`config.mk`:
```
export PLATFORM = sky130hd
export DESIGN_NAME = cmb_queue
export DESIGN_NICKNAME = d
export VERILOG_FILES = /design/src/sv/cmb_pkg.sv /design/src/sv/cmb_queue.sv
export SDC_FILE = /design/constraint.sdc
export NUM_CORES = 1
export LEC_CHECK = 0
export BUFFER_PORTS_ARGS = -buffer_cell sky130_fd_sc_hd__buf_2
export CORE_ASPECT_RATIO = 0.8
export CORE_MARGIN = 8
export CORE_UTILIZATION = 25
export CTS_CLUSTER_SIZE = 24
export DETAILED_ROUTE_END_ITERATION = 6
export HOLD_SLACK_MARGIN = 0.08
export PLACE_DENSITY = 0.51
export SLEW_MARGIN = 25
export SYNTH_ARGS = -nofsm -noshare
export SYNTH_HDL_FRONTEND = slang
export SYNTH_SLANG_ARGS = --single-unit
```
`constraint.sdc`:
```
create_clock -name clk -period 2.3 [get_ports clk]
set_clock_uncertainty 0.15 [all_clocks]
set_input_delay 0.345 -clock clk [delete_from_list [all_inputs] [get_ports clk]]
set_output_delay 0.345 -clock clk [all_outputs]
set_load 0.005 [all_outputs]
```
`src/sv/cmb_pkg.sv`:
```
// Shared types and constants of the cross mean blur block.
// No dependencies; every file of the block but cmb_ram imports this package.
`default_nettype none

package cmb_pkg;

	// Channel and register geometry
	localparam int CH_W           = 8;
	localparam int NCH            = 4;
	localparam int PIX_W          = CH_W * NCH;
	localparam int CFG_W          = 9;
	localparam int CFG_IDX_W      = 2;
	localparam int WIDTH_RESET    = 120;
	localparam int HEIGHT_RESET   = 68;
	localparam int MAX_WIDTH_DEF  = 256;
	localparam int MAX_HEIGHT_DEF = 256;

	// Line banks, neighborhood and per-channel sums
	localparam int NBANK    = 3;
	localparam int MAX_TAPS = 5;
	localparam int CNT_W    = $clog2(MAX_TAPS + 1);
	localparam int SUM_W    = CH_W + $clog2(MAX_TAPS);

	// Queue between front and back
	localparam int QDEPTH  = 4;
	localparam int QPTR_W  = $clog2(QDEPTH);
	localparam int QCNT_W  = $clog2(QDEPTH + 1);

	typedef enum logic {
		ACT_PIXEL = 1'b0,
		ACT_DRAIN = 1'b1
	} action_t;

	typedef enum logic [CFG_IDX_W-1:0] {
		REG_FRAME_WIDTH  = 2'd0,
		REG_FRAME_HEIGHT = 2'd1
	} reg_idx_t;

	typedef struct packed {
		action_t           action;
		logic [CH_W-1:0]   red_in;
		logic [CH_W-1:0]   green_in;
		logic [CH_W-1:0]   blue_in;
		logic [CH_W-1:0]   alpha_in;
	} pixel_in_t;

	typedef struct packed {
		logic [CH_W-1:0]   red_out;
		logic [CH_W-1:0]   green_out;
		logic [CH_W-1:0]   blue_out;
		logic [CH_W-1:0]   alpha_out;
		logic              frame_end;
	} pixel_out_t;

	typedef struct packed {
		logic                 valid;
		logic [CFG_IDX_W-1:0] index;
		logic [CFG_W-1:0]     data;
	} cfg_wr_t;

	// One pending result: channel sums, number of taps, end-of-frame mark
	typedef struct packed {
		logic [NCH-1:0][SUM_W-1:0] sum;
		logic [CNT_W-1:0]          count;
		logic                      frame_end;
	} job_t;

	typedef struct packed {
		logic [QCNT_W-1:0] level;
		logic              nonempty;
	} q_stat_t;

endpackage

`default_nettype wire

```
`src/sv/cmb_queue.sv`:
```
// Short job queue between the front and the back of the cross mean blur.
// Uses cmb_pkg for the job type and depth.
`default_nettype none

module cmb_queue import cmb_pkg::*; (
	input  wire logic clk,
	input  wire logic arst_n,
	input  wire logic push,
	input  wire job_t push_job,
	input  wire logic pop,
	output job_t      head,
	output q_stat_t   q_stat
);

	job_t              mem_q [QDEPTH];
	logic [QPTR_W-1:0] wr_ptr_q, rd_ptr_q;
	logic [QCNT_W-1:0] count_q;

	// Store pushed jobs
	always_ff @(posedge clk) begin
		if (push) begin
			mem_q[wr_ptr_q] <= push_job;
		end
	end

	// Move pointers and fill level
	always_ff @(posedge clk or negedge arst_n) begin
		if (!arst_n) begin
			wr_ptr_q <= '0;
			rd_ptr_q <= '0;
			count_q  <= '0;
		end else begin
			if (push) begin
				wr_ptr_q <= wr_ptr_q + QPTR_W'(1);
			end
			if (pop) begin
				rd_ptr_q <= rd_ptr_q + QPTR_W'(1);
			end
			if (push && !pop) begin
				count_q <= count_q + QCNT_W'(1);
			end else if (!push && pop) begin
				count_q <= count_q - QCNT_W'(1);
			end
		end
	end

	assign head           = mem_q[rd_ptr_q];
	assign q_stat.level    = count_q;
	assign q_stat.nonempty = (count_q != '0);

`ifndef SYNTHESIS
	// Front admission must leave room for every job in flight
	assert property (@(posedge clk) disable iff (!arst_n)
		push |-> (count_q != QCNT_W'(QDEPTH)) || pop)
		else $error("queue: push into a full queue");
`endif

endmodule

`default_nettype wire

```
==> results of run 1 <==
[synthesized netlist by cell type]
| cell type | instances | share of area |
|---|---|---|
| inv_1 | 4 | 0.0020 |
| mux2_2 | 1 | 0.0015 |
| o21ai_0 | 1 | 0.00068 |
| buf_4 | 1 | 0.0010 |
| edfxtp_1 | 192 | 0.78 |
| and2_1 | 4 | 0.0034 |
| buf_6 | 1 | 0.0015 |
| dfrtp_1 | 7 | 0.024 |
| buf_12 | 5 | 0.014 |
| xor2_1 | 4 | 0.0048 |
| xnor2_1 | 2 | 0.0024 |
| mux4_2 | 48 | 0.15 |
| ha_1 | 5 | 0.0085 |
| buf_2 | 4 | 0.0027 |
| nand2_1 | 2 | 0.0010 |
| or3_1 | 1 | 0.00085 |
| fa_1 | 1 | 0.0027 |
| nor2_1 | 1 | 0.00051 |
[per-layer routing]
layer  GRT usage  up-vias  wire length, µm
met1       0.102     1872             7080
met4      0.0268        0              165
li1            -     1566                -
met2       0.157       67             7940
met3      0.0286       10              600
met5           0        -                0
[area by class of cell]
class | count | area share
sequential | 199 | 0.616
clock inverter | 12 | 0.0201
inverter | 4 | 0.00155
timing repair buffer | 173 | 0.136
multi-input combinational | 70 | 0.133
tap | 377 | 0.0488
clock buffer | 20 | 0.0452
[power by group]
part | internal, W | switching, W | total [W] | leakage, nW
sequential | 0.00475 | 0.000190 | 0.00494 | 1.84
combinational | 0.00185 | 0.00167 | 0.00352 | 1.19
clock | 0.00185 | 0.00133 | 0.00318 | 0.296
total | 0.00845 | 0.00319 | 0.0116 | 3.33
[worst max path at each step]
stage,from,to,slack (ns),depth (start not counted)
6_report,rd_ptr_q[0]$_DFFE_PN0P_,head[27],-0.06,4
5_1_grt,rd_ptr_q[0]$_DFFE_PN0P_,head[27],-0.13,4
4_1_cts,rd_ptr_q[0]$_DFFE_PN0P_,head[10],-0.1,3
3_5_place_dp,rd_ptr_q[0]$_DFFE_PN0P_,head[10],0.38,3
3_3_place_gp,rd_ptr_q[0]$_DFFE_PN0P_,head[45],0.38,3
2_1_floorplan,wr_ptr_q[0]$_DFFE_PN0P_,mem_q[3][0]$_DFFE_PP_,0.06,2
[cell families (layout without fill, tap and decap cells)]
logic type               after synthesis  after routing  synth area share
AO/OA/AOI/OAI                          1              1          0.000678
XOR/XNOR                               6              6           0.00713
adder cells (fa/ha/maj)                6              6            0.0112
buffers and inverters                 15            209            0.0209
flip-flops                           199            199             0.806
multiplexers                          49             49             0.148
AND/OR/NAND/NOR                        8              8           0.00577
[through the flow]
step | std cells | setup TNS, ns | utilization | cell area [µm²]
3_5_place_dp | 765 | 0 | 0.286 | 8340
2_1_floorplan | 284 | 0 | - | 7370
3_3_place_gp | 765 | 0 | 0.286 | 8340
5_1_grt | 855 | -4.09 | 0.331 | 9660
4_1_cts | 851 | -2.91 | 0.328 | 9550
6_report | 855 | -0.979 | 0.331 | 9660
[timing repair]
| action | in CTS | in global routing |
|---|---|---|
| cloned | 1 | 3 |
| setup buffers | 2 | 1 |
| hold buffers | 51 | 0 |
| resized for setup | 2 | 5 |
| setup endpoints to repair | 48 | 48 |
| endpoints found under the hold margin | 203 | 0 |
[registers in the layout, indices dropped and copies added (netlist names)]
signal and flops:
wr_ptr_q 2, count_q 3, rd_ptr_q 2, mem_q 192
==> results by group, run 1 <==
Clocking
  • Max clock buf depth: 2
  • Root Buffer: clkbuf_16
  • Clock Sinks: 199
  • CTS tree: done
  • CTS buffer count: 17
  • # H-tree levels: 4
  • Clock Latency Late Sink: 0.42 ns
  • CTS clk-pin slew, worst paths: 0.07 ns

Layout
  • Area Growth Syn to Fin: 31.0%
  • Storage cell area: 5950 µm²
  • Commonest non-fill, non-tap cell in the layout: edfxtp_1
  • N_diodes: 0
  • Commonest non-fill, non-tap cells in the layout: edfxtp_1, buf_2, dlygate4sd3_1
  • Area of the multi-input gates: 1280 µm²
  • Nets: 523
  • Layout cell share with drive strength beyond 1: 0.431
  • Fill count: 2776

Critical path
  • WS Path Type: reg2out
  • CP Cell Sequence: buf_12, clkbuf_16, mux4_2, buf_2
  • Crit path arrival time: 1.87 ns
  • RR Endpoint: mem_q[2][4]$_DFFE_PP_
  • Critical Path RT: 1.80 ns
  • Max FO, Critical Path: 6
  • CP Launch Type: register
  • Worst Path Buf+Inv: 3
  • Crit end category: output port
  • R2R Setup Slk: 0.60 ns
  • CP max-delay cell: mux4_2
  • Delay-heaviest family, CP: multiplexers
  • Reg2reg start: wr_ptr_q[0]$_DFFE_PN0P_
  • CP peak stage delay: 0.51 ns
  • Reg2Reg Depth: 4

STA
  • Fmax: 0.423 GHz
  • Final critical-path share of the clock period: 1.03
  • # setup viols final: 29
  • RSZ-0062 raised after global routing: yes
  • Final hold vios: 0
  • Max_slew headroom: 0.698
  • Count of pins over their slew limit: 0
  • Worst hold slack: 0.136 ns
  • Final setup margin: -0.0644 ns
  • Tmin final: 2.36 ns
  • Worst Max-Slew Pin Slew: 0.453 ns

Route
  • Residual DRC count: 0
  • First-pass DRT Iterations: 4
  • Routed via count: 3515
  • Routed Antenna Nets: 0
  • DR WL/cell: 18.5 µm
  • DR vias/cell: 4.11
  • Total Wirelength: 15.8 mm
  • 1st-iter DRT viols: 141

Die
  • Die area: 35300 µm²
  • Cell Rows: 56
  • Total core area: 29100 µm²
  • Chip Height: 170 µm
  • IO Pins: 104
  • Initial Util: 0.253
  • Die span in x: 208 µm

Placed design
  • Routability Congestion: 0.639
  • Place WS: 0.375 ns
  • PortBufs: 103
  • HPWL after detailed placement: 9.48 mm

Run status
  • Failing checks: setup timing
  • Status: finished with violations

Run
  • Maxcap violations: 0

Synth
  • Synth unique cells: 18
  • Post-Syn Area: 7370 µm²
  • Mapped Nets: 342
  • Cells after synthesis: 284
  • Sequential share of the synthesized area: 0.806
  • Yosys reg bits: 199
  • Syn Area/Cell: 25.9 µm²
  • Synth warn: 0

Power and ir drop
  • Static Leak: 3.33 nW
  • Power Density: 1210 nW/µm²
  • Power Total: 0.0116 W
  • Peak supply drop: 520 µV

Global route
  • Largest net degree at the start of global routing: 27
  • Vias in the first global route: 3974
  • Congestion Overflow GR: 0
  • Total GRT Usage: 0.0887
  • First-pass GRT wire length: 23.5 mm
  • Initial antenna violation count: 0

Hold path
  • Hold Crit Class: in2async
(Power assumes the default switching activity.)
==> run 2: changes to the inputs <==
--- a/config.mk
+++ b/config.mk
@@ -8,11 +8,11 @@
 export BUFFER_PORTS_ARGS = -buffer_cell sky130_fd_sc_hd__buf_2
 export CORE_ASPECT_RATIO = 0.8
 export CORE_MARGIN = 8
-export CORE_UTILIZATION = 25
+export CORE_UTILIZATION = 39
 export CTS_CLUSTER_SIZE = 24
 export DETAILED_ROUTE_END_ITERATION = 6
 export HOLD_SLACK_MARGIN = 0.08
-export PLACE_DENSITY = 0.51
+export PLACE_DENSITY = 0.68
 export SLEW_MARGIN = 25
 export SYNTH_ARGS = -nofsm -noshare
 export SYNTH_HDL_FRONTEND = slang
==> run 2 against run 1 <==
  * The run still ends with setup timing left
  * Sequential share of layout area up 0.62 points
  * Count of clock-buffer cells in the layout down 3
  * Register-to-register slack about the same
  * First-iteration DRC count up 48%
==> results by group, run 2 (synthesized netlist as in run 1, its figures left out) <==
Placed design
  • HPWL after detailed placement: 8.66 mm
  • Post-DP Area: 8220 µm²
  • Place WS: 0.357 ns
  • Dpl cells: 646
  • PortBufs: 103
  • Routability Congestion: 0.679

Layout
  • Layout cell share with drive strength beyond 1: 0.440
  • Final non-filler cell total: 738
  • Final core occ: 0.510
  • Commonest non-fill, non-tap cell in the layout: edfxtp_1
  • N_diodes: 0
  • Post-route cell area: 9560 µm²
  • Top reg by flops: mem_q
  • Area Growth Syn to Fin: 29.7%
  • Biggest regs: mem_q: 192 flops, count_q: 3 flops
  • Number of flip-flops in the largest register: 192
  • Nets: 525
  • Commonest non-fill, non-tap cells in the layout: edfxtp_1, buf_2, dlygate4sd3_1

Die
  • Cell Rows: 45
  • Chip Height: 139 µm
  • Die area: 23600 µm²
  • Total core area: 18700 µm²
  • IO Pins: 104
  • Initial Util: 0.393
  • Die span in x: 170 µm

STA
  • Final setup margin: -0.0226 ns
  • Max_slew headroom: 0.692
  • Fmax: 0.431 GHz
  • Tmin final: 2.32 ns
  • RSZ-0062 raised after global routing: yes
  • Count of pins over their slew limit: 0
  • Worst Max-Slew Pin Slew: 0.462 ns
  • Final hold vios: 0
  • # setup viols final: 20
  • Final critical-path share of the clock period: 1.01

Power and ir drop
  • Static Leak: 3.35 nW
  • Combinational share of power: 0.315
  • Pint: 0.00831 W
  • Peak supply drop: 653 µV
  • Power Density: 1210 nW/µm²
  • Sw Ratio: 0.279
  • Power Total: 0.0115 W
  • Net Switching: 0.00321 W
  • Clock share of power: 0.252
  • Sequential share of power: 0.433

Global route
  • Initial antenna violation count: 0
  • Congestion Overflow GR: 0
  • Total GRT Usage: 0.126
  • Vias in the first global route: 3998
  • Largest net degree at the start of global routing: 30
  • First-pass GRT wire length: 22.5 mm

Clocking
  • CTS tree: done
  • Max clock buf depth: 2
  • Clock Sinks: 199
  • CTS clk-pin slew, worst paths: 0.07 ns
  • # H-tree levels: 4
  • CTS buffer count: 17
  • Clock Latency Late Sink: 0.41 ns
  • Root Buffer: clkbuf_16

Route
  • 1st-iter DRT viols: 208
  • First-pass DRT Iterations: 4
  • Routed Antenna Nets: 0
  • Routed via count: 3511
  • DR vias/cell: 4.76
  • DR WL/cell: 19.3 µm
  • Total Wirelength: 14.3 mm
  • Residual DRC count: 0

Run
  • Maxcap violations: 0

Critical path
  • Critical Path RT: 1.80 ns
  • CP Launch Type: register
  • Crit path arrival time: 1.83 ns
  • Max FO, Critical Path: 7
  • Crit end category: output port
  • Reg2Reg Depth: 4
  • WS Path Type: reg2out

Hold path
  • Hold Crit Class: in2async

Run status
  • Status: finished with violations
  • Failing checks: setup timing
run 2: metal layers:
layer / vias to the layer above / share of wire / GRT usage / wire length (µm)
li1: 1572 / - / - / -
met1: 1845 / 0.43 / 0.155 / 6130
met2: 92 / 0.51 / 0.211 / 7310
met3: 2 / 0.056 / 0.0455 / 798
met4: 0 / 0.0028 / 0.0288 / 40
met5: - / 0 / 0 / 0
run 2: power groups by stage:
| stage | Clock [W] | Sequential (W) | Combinational (W) |
|---|---|---|---|
| 3_5_place_dp | 0 | 0.00508 | 0.00310 |
| 3_3_place_gp | 0 | 0.00503 | 0.00305 |
| 2_1_floorplan | 0 | 0.00496 | 0.00203 |
| 5_1_grt | 0.00314 | 0.00506 | 0.00395 |
| 4_1_cts | 0.00299 | 0.00501 | 0.00352 |
| 6_report | 0.00290 | 0.00499 | 0.00363 |
run 2: timing repair:
item,in CTS,in global routing
hold buffers,51,0
setup endpoints to repair,33,48
endpoints found under the hold margin,203,0
pin swaps,0,0
cloned,3,3
buffers inserted,3,1
resized for setup,5,10
run 2: final timing paths:
| kind | start | slack [ns] | endpoint |
|---|---|---|---|
| max | rd_ptr_q[0]$_DFFE_PN0P_ | -0.02 | head[34] |
| min | arst_n | 0.16 | wr_ptr_q[1]$_DFFE_PN0P_ |
| max reg2reg | wr_ptr_q[1]$_DFFE_PN0P_ | 0.59 | mem_q[1][13]$_DFFE_PP_ |
| min reg2reg | count_q[2]$_DFFE_PN0P_ | 0.36 | count_q[2]$_DFFE_PN0P_ |
| max in group asynchronous | arst_n | 1.65 | rd_ptr_q[0]$_DFFE_PN0P_ |
| min in group clk | count_q[2]$_DFFE_PN0P_ | 0.36 | count_q[2]$_DFFE_PN0P_ |
run 2: metrics by stage:
stage,setup TNS (ns),hold slack [ns]
after detailed placement,0,0.0509
after global placement,0,0.0407
after floorplan,0,-0.101
after global routing,-3.20,0.132
final,-0.189,0.156
after CTS,-1.23,0.126
run 2: final cells by class:
class | instances | area (µm²)
clock buffer | 17 | 425
sequential | 199 | 5950
fill | 1491 | 9190
tap | 258 | 323
multi-input combinational | 70 | 1280
timing repair buffer | 175 | 1410
inverter | 4 | 15.0
clock inverter | 15 | 164
run 2: critical path, cell delays in order, from the launching register on:
cell	delay, ns
dfrtp_4	0.46
buf_12	0.14
buf_16	0.14
mux4_2	0.52
buf_2	0.15
