[src/sv/cmb_pkg.sv]
// Shared types and constants of the cross mean blur block.
// No dependencies; every file of the block but cmb_ram imports this package.
`default_nettype none

package cmb_pkg;

	// Channel and register geometry
	localparam int CH_W           = 8;
	localparam int NCH            = 4;
	localparam int PIX_W          = CH_W * NCH;
	localparam int CFG_W          = 9;
	localparam int CFG_IDX_W      = 2;
	localparam int WIDTH_RESET    = 120;
	localparam int HEIGHT_RESET   = 68;
	localparam int MAX_WIDTH_DEF  = 256;
	localparam int MAX_HEIGHT_DEF = 256;

	// Line banks, neighborhood and per-channel sums
	localparam int NBANK    = 3;
	localparam int MAX_TAPS = 5;
	localparam int CNT_W    = $clog2(MAX_TAPS + 1);
	localparam int SUM_W    = CH_W + $clog2(MAX_TAPS);

	// Queue between front and back
	localparam int QDEPTH  = 4;
	localparam int QPTR_W  = $clog2(QDEPTH);
	localparam int QCNT_W  = $clog2(QDEPTH + 1);

	typedef enum logic {
		ACT_PIXEL = 1'b0,
		ACT_DRAIN = 1'b1
	} action_t;

	typedef enum logic [CFG_IDX_W-1:0] {
		REG_FRAME_WIDTH  = 2'd0,
		REG_FRAME_HEIGHT = 2'd1
	} reg_idx_t;

	typedef struct packed {
		action_t           action;
		logic [CH_W-1:0]   red_in;
		logic [CH_W-1:0]   green_in;
		logic [CH_W-1:0]   blue_in;
		logic [CH_W-1:0]   alpha_in;
	} pixel_in_t;

	typedef struct packed {
		logic [CH_W-1:0]   red_out;
		logic [CH_W-1:0]   green_out;
		logic [CH_W-1:0]   blue_out;
		logic [CH_W-1:0]   alpha_out;
		logic              frame_end;
	} pixel_out_t;

	typedef struct packed {
		logic                 valid;
		logic [CFG_IDX_W-1:0] index;
		logic [CFG_W-1:0]     data;
	} cfg_wr_t;

	// One pending result: channel sums, number of taps, end-of-frame mark
	typedef struct packed {
		logic [NCH-1:0][SUM_W-1:0] sum;
		logic [CNT_W-1:0]          count;
		logic                      frame_end;
	} job_t;

	typedef struct packed {
		logic [QCNT_W-1:0] level;
		logic              nonempty;
	} q_stat_t;

endpackage

`default_nettype wire

[src/sv/cmb_back.sv]
// Back of the cross mean blur: divides the channel sums by the tap count
// and holds the result register. Uses cmb_pkg.
`default_nettype none

module cmb_back import cmb_pkg::*; (
	input  wire logic    clk,
	input  wire logic    arst_n,
	input  wire q_stat_t q_stat,
	input  wire job_t    head,
	output logic         pop,
	output logic         res_valid,
	input  wire logic    res_stall,
	output pixel_out_t   res
);

	localparam int RECIP_SH = 13;
	localparam int RECIP_W  = RECIP_SH + 1;
	localparam int PROD_W   = SUM_W + RECIP_W;

	// Rounded-up reciprocal of the tap count; exact for sums of up to five taps
	function automatic logic [RECIP_W-1:0] recip_of(input logic [CNT_W-1:0] n);
		logic [RECIP_W-1:0] r;
		case (n)
			CNT_W'(1): r = RECIP_W'(1 << RECIP_SH);
			CNT_W'(2): r = RECIP_W'((1 << RECIP_SH) / 2);
			CNT_W'(3): r = RECIP_W'(((1 << RECIP_SH) + 2) / 3);
			CNT_W'(4): r = RECIP_W'((1 << RECIP_SH) / 4);
			CNT_W'(5): r = RECIP_W'(((1 << RECIP_SH) + 4) / 5);
			default:   r = RECIP_W'(1 << RECIP_SH);
		endcase
		return r;
	endfunction

	logic                  res_valid_q;
	pixel_out_t            res_q;
	logic [RECIP_W-1:0]    recip;
	logic [PROD_W-1:0]     prod [NCH];
	logic [NCH-1:0][CH_W-1:0] mean;

	// Take the next job when the result register is free or being taken
	assign pop = q_stat.nonempty && (!res_valid_q || !res_stall);

	// Divide by multiplying with the reciprocal
	always_comb begin
		recip = recip_of(head.count);
		for (int k = 0; k < NCH; k++) begin
			prod[k] = PROD_W'(head.sum[k]) * PROD_W'(recip);
			mean[k] = prod[k][RECIP_SH +: CH_W];
		end
	end

	always_ff @(posedge clk or negedge arst_n) begin
		if (!arst_n) begin
			res_valid_q <= 1'b0;
		end else if (pop) begin
			res_valid_q <= 1'b1;
		end else if (!res_stall) begin
			res_valid_q <= 1'b0;
		end
	end

	always_ff @(posedge clk) begin
		if (pop) begin
			res_q.red_out   <= mean[0];
			res_q.green_out <= mean[1];
			res_q.blue_out  <= mean[2];
			res_q.alpha_out <= mean[3];
			res_q.frame_end <= head.frame_end;
		end
	end

	assign res_valid = res_valid_q;
	assign res       = res_q;

`ifndef SYNTHESIS
	// Every job carries between one and five taps
	assert property (@(posedge clk) disable iff (!arst_n)
		pop |-> (head.count != '0) && (head.count <= CNT_W'(MAX_TAPS)))
		else $error("back: tap count out of range");
`endif

endmodule

`default_nettype wire

[config.mk]
export PLATFORM = sky130hd
export DESIGN_NAME = cmb_back
export DESIGN_NICKNAME = d
export VERILOG_FILES = /design/src/sv/cmb_pkg.sv /design/src/sv/cmb_back.sv
export SDC_FILE = /design/constraint.sdc
export NUM_CORES = 1
export LEC_CHECK = 0
export BUFFER_PORTS_ARGS = -buffer_cell sky130_fd_sc_hd__buf_4
export CAP_MARGIN = 20
export CORE_MARGIN = 2
export CORE_UTILIZATION = 35
export CTS_CLUSTER_SIZE = 40
export DETAILED_ROUTE_END_ITERATION = 6
export MAX_ROUTING_LAYER = met4
export PLACE_DENSITY = 0.5
export SYNTH_ARGS = -nofsm -noshare
export SYNTH_HDL_FRONTEND = slang
export SYNTH_SLANG_ARGS = --single-unit
export TNS_END_PERCENT = 50
[constraint.sdc]
create_clock -name clk -period 4 [get_ports clk]
set_input_delay 0.4 -clock clk [delete_from_list [all_inputs] [get_ports clk]]
set_output_delay 0.4 -clock clk [all_outputs]
set_load 0.05 [all_outputs]
==> impl_metrics.json, run 1 <==
{
  "outcome": "complete, but fails checks",
  "core_area_mm2": 0.04083,
  "syn_to_final_growth_pct": 36.70,
  "post_dp_cell_area_mm2": 0.01840,
  "drive_above_1_share_pct": 31.58,
  "dp_hpwl_mm": 34.30,
  "start_kind": "input port",
  "gp_congestion": 0.9216,
  "overflow": 0,
  "max-cap-violations": 0,
  "drt_first_pass_iters": 5,
  "ir_worst_vdd_v": 0.0002510,
  "violations": "setup timing",
  "cts_root_buf": "clkbuf_16",
  "rsz0062_at_grt": "true",
  "initial_core_util_pct": 35.44,
  "routed_wl_mm": 39.29,
  "reg2reg_depth": 2,
  "synth_edf_count": 33,
  "syn_avg_cell_area_um2": 9.508,
  "dp_cells": 2456,
  "worstMarginPinSlew_ns": 0.7802,
  "grtUsageTotal_pct": 19.89,
  "fill_cells": 3815,
  "timing.final.ws_setup_ns": -1.433,
  "finalInstanceArea_mm2": 0.01978,
  "powerDensity_mw_per_mm2": 256.2,
  "drt-vias-per-instance": 4.441,
  "clockBufferDepth": 2,
  "grt_pass1_wl_mm": 65.16,
  "ys_async_sr_fraction_pct": 2.941,
  "die_area_mm2": 0.04299,
  "ys_warn_count": 0,
  "hold_violations": 0,
  "final_common_cell": "inv_1",
  "arrival_ns": 5.51,
  "first_iter_violations": 397,
  "setup_violations": 32,
  "final_cell_mix": "446 x inv_1, 435 x buf_4, 289 x fa_1",
  "min_path_type": "in -> reg",
  "row_count": 74,
  "syn-instance-count": 1522,
  "clk_pin_slew_ns": 0.08,
  "drv_slew": 0,
  "cp.required_ns": 4.07,
  "whs_endpoint": "res[0]",
  "synth_seq_area_share_pct": 7.021,
  "final_cell_count_no_fill": 2512,
  "routed-via-count": 11160,
  "period_needed_ns": 5.433,
  "reg2reg_to": "res[25]",
  "crit_type": "in -> reg",
  "cellLeakagePower_uw": 0.01092,
  "clock_skew_ns": 0.02866,
  "r2r_slack_ns": 2.15,
  "crit_fanout": 4,
  "grt_max_degree": 19,
  "power_uw": 5068,
  "r2r_start": "res_valid",
  "post-route-period-util_pct": 135.8,
  "synthFlopType": "edfxtp_1",
  "die_h_um": 207.3,
  "hold_slack_ns": 0.2327,
  "port_buffers": 86,
  "ios": 90,
  "syn-num-nets": 2099,
  "synth_seq_cells": 34,
  "end_kind": "flip-flop",
  "cts_tree": "done",
  "wire_per_inst_um": 15.64,
  "hold_start": "head[0]",
  "cts_num_sinks": 34,
  "max_freq_mhz": 184.1,
  "htree_levels": 2,
  "clkLatencyLatePin_ns": 0.34,
  "cts_made_buffers": 5,
  "grt_pass1_vias": 12580,
  "drtAntennaViolNets": 0,
  "setup_tns_ns": -38.34,
  "antenna_found_initial": 1,
  "die_w_um": 207.3,
  "remaining_drc_errors": 0,
  "synth_area_mm2": 0.01447,
  "max_slew_margin_pct": 47.86,
  "final_nets": 2555,
  "hold_depth": 1,
  "synth.distinct_cells": 49
}
[through the flow]
stage / util, % / worst slack, ns
floorplan: - / -1.759
global placement: 45.06 / -1.950
detailed placement: 45.06 / -2.054
CTS: 47.24 / -1.418
global route: 48.45 / -1.620
finish: 48.45 / -1.433
[flip-flops by register name, summed over array words and instances (netlist names)]
signal,cells
res,33
res_valid,1
[how the worst max path moves through the flow]
stage / startpoint / endpoint / slack [ns]
4_1_cts: head[2] / res[24] / -1.42
3_5_place_dp: head[3] / res[16] / -2.05
3_3_place_gp: head[3] / res[16] / -1.95
2_1_floorplan: head[3] / res[24] / -1.76
5_1_grt: head[2] / res[24] / -1.62
6_report: head[2] / res[30] / -1.43
[layout make-up]
class	count	area, um2	area share (%)
inverter	470	1764	8.918
sequential	34	1016	5.136
multi-input combinational	993	12370	62.54
antenna	1	2.502	0.01265
tap	532	665.6	3.365
clock buffer	6	138.9	0.7020
clock inverter	2	12.51	0.06325
timing repair buffer	474	3811	19.27
[synthesized netlist by cell type (all sizes together) (2+ instances only)]
cell type | number | share of area [%]
a2111oi | 5 | 0.39
o2111ai | 3 | 0.18
o21ai | 13 | 0.45
xor2 | 12 | 0.73
and3 | 3 | 0.13
nor3 | 10 | 0.35
and2 | 145 | 6.3
a21o | 13 | 0.67
a2bb2oi | 2 | 0.12
clkbuf | 24 | 0.62
and4 | 2 | 0.12
nand4 | 3 | 0.13
or2 | 4 | 0.17
a31oi | 3 | 0.13
o211ai | 5 | 0.29
a211oi | 4 | 0.21
nand2b | 4 | 0.17
fa | 298 | 41
xnor2 | 49 | 3.0
nor2 | 24 | 0.62
ha | 224 | 19
inv | 470 | 12
nor4 | 4 | 0.17
nand2 | 112 | 2.9
a22oi | 2 | 0.10
edfxtp | 33 | 6.8
nand3 | 4 | 0.14
o21a | 3 | 0.16
a21oi | 27 | 0.96
[power by group]
group / total, uW / switching, uW / leakage (uW) / internal, uW
combinational: 4010 / 2140 / 0.0105 / 1870
clock: 459 / 211 / 0.0000729 / 248
sequential: 601 / 30.1 / 0.000327 / 571
[per-layer routing]
| metal | global-route usage (%) | vias to the layer above | share of wire (%) |
|---|---|---|---|
| li1 | - | 5449 | - |
| met5 | - | - | 0 |
| met4 | 4.212 | 0 | 1.9 |
| met3 | 2.239 | 34 | 2.2 |
| met1 | 24.03 | 5553 | 43 |
| met2 | 35.72 | 120 | 53 |
[timing repair]
item | CTS | global route
pin swaps | 76 | 47
resized for setup | 109 | 72
endpoints found under the setup margin | 32 | 32
hold buffers | 1 | 0
gates cloned | 1 | 0
setup buffers | 24 | 25
endpoints found under the hold margin | 1 | 0
[logic make-up after synthesis]
group,Yosys count,synth area share [%]
xor+xnor,62,3.847
simple gates,321,11.52
compound gates,88,4.176
fa+ha+maj,522,60.59
flops,34,7.021
buf+inv,495,12.85
[critical path, cell delays in order]
cell,delay (ns)
buf_12,0.11
xnor2_4,0.18
nor2b_4,0.07
buf_12,0.13
and2_4,0.14
fa_1,0.52
inv_2,0.05
fa_1,0.48
fa_1,0.53
inv_2,0.04
fa_1,0.54
inv_2,0.04
fa_1,0.51
inv_2,0.05
ha_4,0.24
a2111oi_4,0.34
o21ai_2,0.14
o2111ai_2,0.27
a31oi_4,0.14
buf_6,0.15
a21o_1,0.20
buf_6,0.12
xor2_1,0.13
Note: power is estimated with default switching activity, not from simulation.
==> run 2: changes to the inputs <==
--- a/config.mk
+++ b/config.mk
@@ -11,7 +11,6 @@
 export CORE_UTILIZATION = 35
 export CTS_CLUSTER_SIZE = 40
 export DETAILED_ROUTE_END_ITERATION = 6
-export MAX_ROUTING_LAYER = met4
 export PLACE_DENSITY = 0.5
 export SYNTH_ARGS = -nofsm -noshare
 export SYNTH_HDL_FRONTEND = slang
==> impl_metrics.json, run 2 (synthesis gave the netlist of run 1 again) <==
{
  "drive_above_1_share_pct": 29.84,
  "worstMarginPinSlew_ns": 0.7807,
  "die_w_um": 207.3,
  "core_area_mm2": 0.04083,
  "start_kind": "input port",
  "max-cap-violations": 0,
  "powerDensity_mw_per_mm2": 258.4,
  "rsz0062_at_grt": "true",
  "final_nets": 2533,
  "antenna_found_initial": 0,
  "row_count": 74,
  "largest_reg_flops": 33,
  "ir_worst_vdd_v": 0.0002669,
  "htree_levels": 2,
  "drtAntennaViolNets": 0,
  "final_cell_mix": "453 x inv_1, 423 x buf_4, 288 x fa_1",
  "crit_type": "in -> reg",
  "syn_to_final_growth_pct": 34.30,
  "drt_first_pass_iters": 5,
  "remaining_drc_errors": 0,
  "max_slew_margin_pct": 47.82,
  "setup_violations": 32,
  "cts_root_buf": "clkbuf_16",
  "initial_core_util_pct": 35.44,
  "die_area_mm2": 0.04299,
  "clockBufferDepth": 2,
  "gp_congestion": 0.8970,
  "max_stage_delay_ns": 0.49,
  "hold_slack_ns": 0.2360,
  "grtUsageTotal_pct": 19.65,
  "routed-via-count": 11140,
  "drt-vias-per-instance": 4.475,
  "cellLeakagePower_uw": 0.01079,
  "outcome": "complete, but fails checks",
  "ios": 90,
  "first_iter_violations": 356,
  "end_kind": "flip-flop",
  "cts_tree": "done",
  "final_common_cell": "inv_1",
  "crit_fanout": 7,
  "overflow": 0,
  "clock_skew_ns": 0.01844,
  "violations": "setup timing",
  "wire_per_inst_um": 15.86,
  "clkLatencyLatePin_ns": 0.34,
  "post-route-period-util_pct": 134.6,
  "port_buffers": 86,
  "cts_num_sinks": 34,
  "period_needed_ns": 5.385,
  "dp_hpwl_mm": 34.69,
  "min_path_type": "in -> reg",
  "timing.final.ws_setup_ns": -1.385,
  "drv_slew": 0,
  "grt_max_degree": 19,
  "pre_cts_ws_ns": -2.009,
  "max_freq_mhz": 185.7,
  "antenna_cells": 0,
  "cts_made_buffers": 5,
  "grt_pass1_wl_mm": 66.20,
  "crit_top_cell": "fa_1",
  "hold_violations": 0,
  "routed_wl_mm": 39.47,
  "cp_slowest_cell": "fa_1",
  "die_h_um": 207.3,
  "cp.required_ns": 4.07,
  "arrival_ns": 5.46,
  "clk_pin_slew_ns": 0.07,
  "grt_pass1_vias": 12870
}
-- run 2: cell types whose count changed in the layout (fill, tap and decap cells not counted), sizes merged --
cell,before,now
clkinv,1,0
buf,472,450
clkbuf,6,7
clkinvlp,1,0
bufinv,0,1
diode,1,0
-- run 2: worst paths after layout --
check                           startpoint         to  slack [ns]  depth (start not counted)
worst max-delay path               head[2]    res[31]       -1.39                         26
worst min-delay path               head[0]     res[0]        0.24                          1
worst max register to register   res_valid    res[26]        2.17                          2
worst min register to register   res_valid  res_valid        0.58                          1
max in group asynchronous           arst_n  res_valid        3.54                          2
min in group asynchronous           arst_n  res_valid        0.38                          2
-- run 2: through the flow --
stage | setup TNS [ns] | area (um2) | cells | total power, uW | util (%)
5_1_grt | -43.79 | 19430 | 2489 | 5563 | 47.60
4_1_cts | -35.62 | 19250 | 2483 | 5003 | 47.15
2_1_floorplan | -43.79 | 14550 | 1522 | 2864 | -
3_5_place_dp | -53.11 | 18330 | 2447 | 4182 | 44.90
3_3_place_gp | -51.30 | 18330 | 2447 | 4130 | 44.90
6_report | -37.43 | 19430 | 2489 | 5022 | 47.60
-- run 2: cell type report --
cell class / count / area [um2]
Fill cell: 3892 / 21400
Multi-Input combinational cell: 993 / 12230
Timing Repair Buffer: 452 / 3583
Inverter: 470 / 1764
Sequential cell: 34 / 1016
Tap cell: 532 / 665.6
Clock buffer: 7 / 142.6
Clock inverter: 1 / 30.03
-- run 2: what timing repair did --
action                                  CTS  global route
buffers inserted                         26             8
resized for setup                       106            36
pin swaps                                71            25
endpoints found under the setup margin   32            32
hold endpoints to repair                  1             0
hold buffers                              1             0
cloned                                    3             0
-- run 2: where the power goes --
part           internal [uW]  switching, uW  leakage (uW)
logic                   1800           2110        0.0104
clock network            313            198     0.0000841
registers                571           31.0      0.000327
-- run 2: worst max-delay path, delay by kind of cell --
family | cells | cell delay (ns)
fa+ha+maj | 6 | 2.55
compound gates | 6 | 0.98
buf+inv | 10 | 0.96
xor+xnor | 2 | 0.31
simple gates | 2 | 0.25
-- run 2: layer usage --
metal  track usage [%]  vias up  share of wire [%]
li1                  -     5403                  -
met1             24.56     5544                 44
met2             35.67      146                 51
met3             2.073       45                2.3
met4             5.813        0                2.6
met5                 0        -                  0
==> run 3: changes to the inputs <==
--- a/config.mk
+++ b/config.mk
@@ -8,10 +8,10 @@
 export BUFFER_PORTS_ARGS = -buffer_cell sky130_fd_sc_hd__buf_4
 export CAP_MARGIN = 20
 export CORE_MARGIN = 2
-export CORE_UTILIZATION = 35
+export CORE_UTILIZATION = 60
 export CTS_CLUSTER_SIZE = 40
 export DETAILED_ROUTE_END_ITERATION = 6
-export PLACE_DENSITY = 0.5
+export PLACE_DENSITY = 0.78
 export SYNTH_ARGS = -nofsm -noshare
 export SYNTH_HDL_FRONTEND = slang
 export SYNTH_SLANG_ARGS = --single-unit
==> impl_metrics.json, run 3 (synthesis gave the netlist of run 1 again) <==
{
  "drtAntennaViolNets": 0,
  "cp.required_ns": 4.05,
  "core_area_mm2": 0.02354,
  "powerDensity_mw_per_mm2": 262.8,
  "timing.final.ws_setup_ns": -1.461,
  "cp_slowest_cell": "fa_1",
  "die_area_mm2": 0.02538,
  "post_dp_cell_area_mm2": 0.01796,
  "start_kind": "input port",
  "grt_max_degree": 23,
  "clock_skew_ns": 0.008222,
  "initial_core_util_pct": 61.47,
  "cts_root_buf": "clkbuf_16",
  "crit_top_cell": "fa_1",
  "row_count": 56,
  "wire_per_inst_um": 16.87,
  "max_slew_margin_pct": 49.20,
  "first_iter_violations": 552,
  "fill_cells": 1442,
  "grtUsageTotal_pct": 31.00,
  "final_nets": 2524,
  "grt_pass1_vias": 13070,
  "remaining_drc_errors": 0,
  "dp_cells": 2228,
  "drt-vias-per-instance": 5.181,
  "final_cell_count_no_fill": 2267,
  "drv_slew": 0,
  "arrival_ns": 5.51,
  "post-route-period-util_pct": 136.5,
  "overflow": 0,
  "hold_violations": 0,
  "ios": 90,
  "clockBufferDepth": 2,
  "end_kind": "flip-flop",
  "htree_levels": 2,
  "hold_slack_ns": 0.2748,
  "max_freq_mhz": 183.1,
  "crit_family": "adder cells",
  "clk_pin_slew_ns": 0.06,
  "setup_tns_ns": -39.46,
  "cellLeakagePower_uw": 0.01071,
  "violations": "setup timing",
  "max_stage_delay_ns": 0.56,
  "max-cap-violations": 0,
  "crit_type": "in -> reg",
  "rsz0062_at_grt": "true",
  "outcome": "complete, but fails checks",
  "port_buffers": 86,
  "crit_fanout": 5,
  "setup_violations": 32,
  "finalInstanceArea_mm2": 0.01894,
  "period_needed_ns": 5.461,
  "gp_congestion": 0.9742,
  "die_w_um": 159.3,
  "die_h_um": 159.3,
  "antenna_found_initial": 1,
  "min_path_type": "in -> reg",
  "dp_hpwl_mm": 31.80,
  "worstMarginPinSlew_ns": 0.7600,
  "power_uw": 4977,
  "crit_buf_inv": 9,
  "drt_first_pass_iters": 4,
  "drive_above_1_share_pct": 28.80,
  "final_cell_mix": "454 x inv_1, 423 x buf_4, 290 x fa_1",
  "r2r_slack_ns": 2.22,
  "syn_to_final_growth_pct": 30.85,
  "ir_worst_vdd_v": 0.0003200,
  "cts_num_sinks": 34,
  "antenna_cells": 0,
  "clkLatencyLatePin_ns": 0.30,
  "cts_made_buffers": 5,
  "grt_pass1_wl_mm": 61.97,
  "routed_wl_mm": 38.24,
  "routed-via-count": 11750,
  "largest_reg_flops": 33,
  "final_common_cell": "inv_1",
  "cts_tree": "done"
}
[run 3: changes by cell type in the layout (fill, tap and decap cells not counted), sizes merged]
| cell | previous run | this run |
|---|---|---|
| buf | 450 | 440 |
| clkbuf | 7 | 9 |
| bufinv | 1 | 0 |
[run 3: where the power goes]
group | switching, uW | total (uW) | internal, uW | leakage [uW]
Sequential | 29.2 | 600 | 571 | 0.000327
Clock | 174 | 456 | 283 | 0.0000832
Combinational | 2120 | 3920 | 1800 | 0.0103
Total | 2320 | 4980 | 2660 | 0.0107
[run 3: final timing paths]
kind                                start   endpoint  cells past startpoint
worst max-delay path              head[3]    res[12]                     25
worst min register to register  res_valid  res_valid                      1
min in group asynchronous          arst_n  res_valid                      2
max in group asynchronous          arst_n  res_valid                      2
worst min-delay path              head[0]     res[0]                      1
worst max register to register  res_valid     res[1]                      2
[run 3: stage by stage]
stage / setup WS [ns] / utilization, %
final: -1.461 / 80.43
after global routing: -1.630 / 80.43
after CTS: -1.399 / 79.13
after detailed placement: -2.077 / 76.27
after global placement: -1.889 / 76.27
after floorplan: -1.759 / -
[run 3: what timing repair did]
item / in CTS / in global routing
pin swaps: 40 / 24
endpoints found under the hold margin: 1 / 0
gates resized for setup: 78 / 47
endpoints found under the setup margin: 32 / 32
hold buffers: 1 / 0
setup buffers: 14 / 14
cloned: 2 / 1
[run 3: layout make-up]
cell class / count / area (um2) / area share [%]
Sequential cell: 34 / 1016 / 5.365
Timing Repair Buffer: 443 / 3462 / 18.28
Inverter: 470 / 1764 / 9.317
Tap cell: 319 / 399.1 / 2.108
Multi-Input combinational cell: 993 / 12130 / 64.05
Clock buffer: 8 / 166.4 / 0.8788
[run 3: layer usage]
metal,GRT usage (%),vias up,wire (um)
met3,3.881,103,1912
met1,36.49,5878,14320
met4,12.23,2,1623
met5,0,-,12
met2,57.55,368,20370
li1,-,5395,-
[run 3: worst reg2reg max path, stage by stage (launching register included)]
cell	delay, ns
dfrtp_1	0.42
a21boi_4	0.63
buf_4	0.40
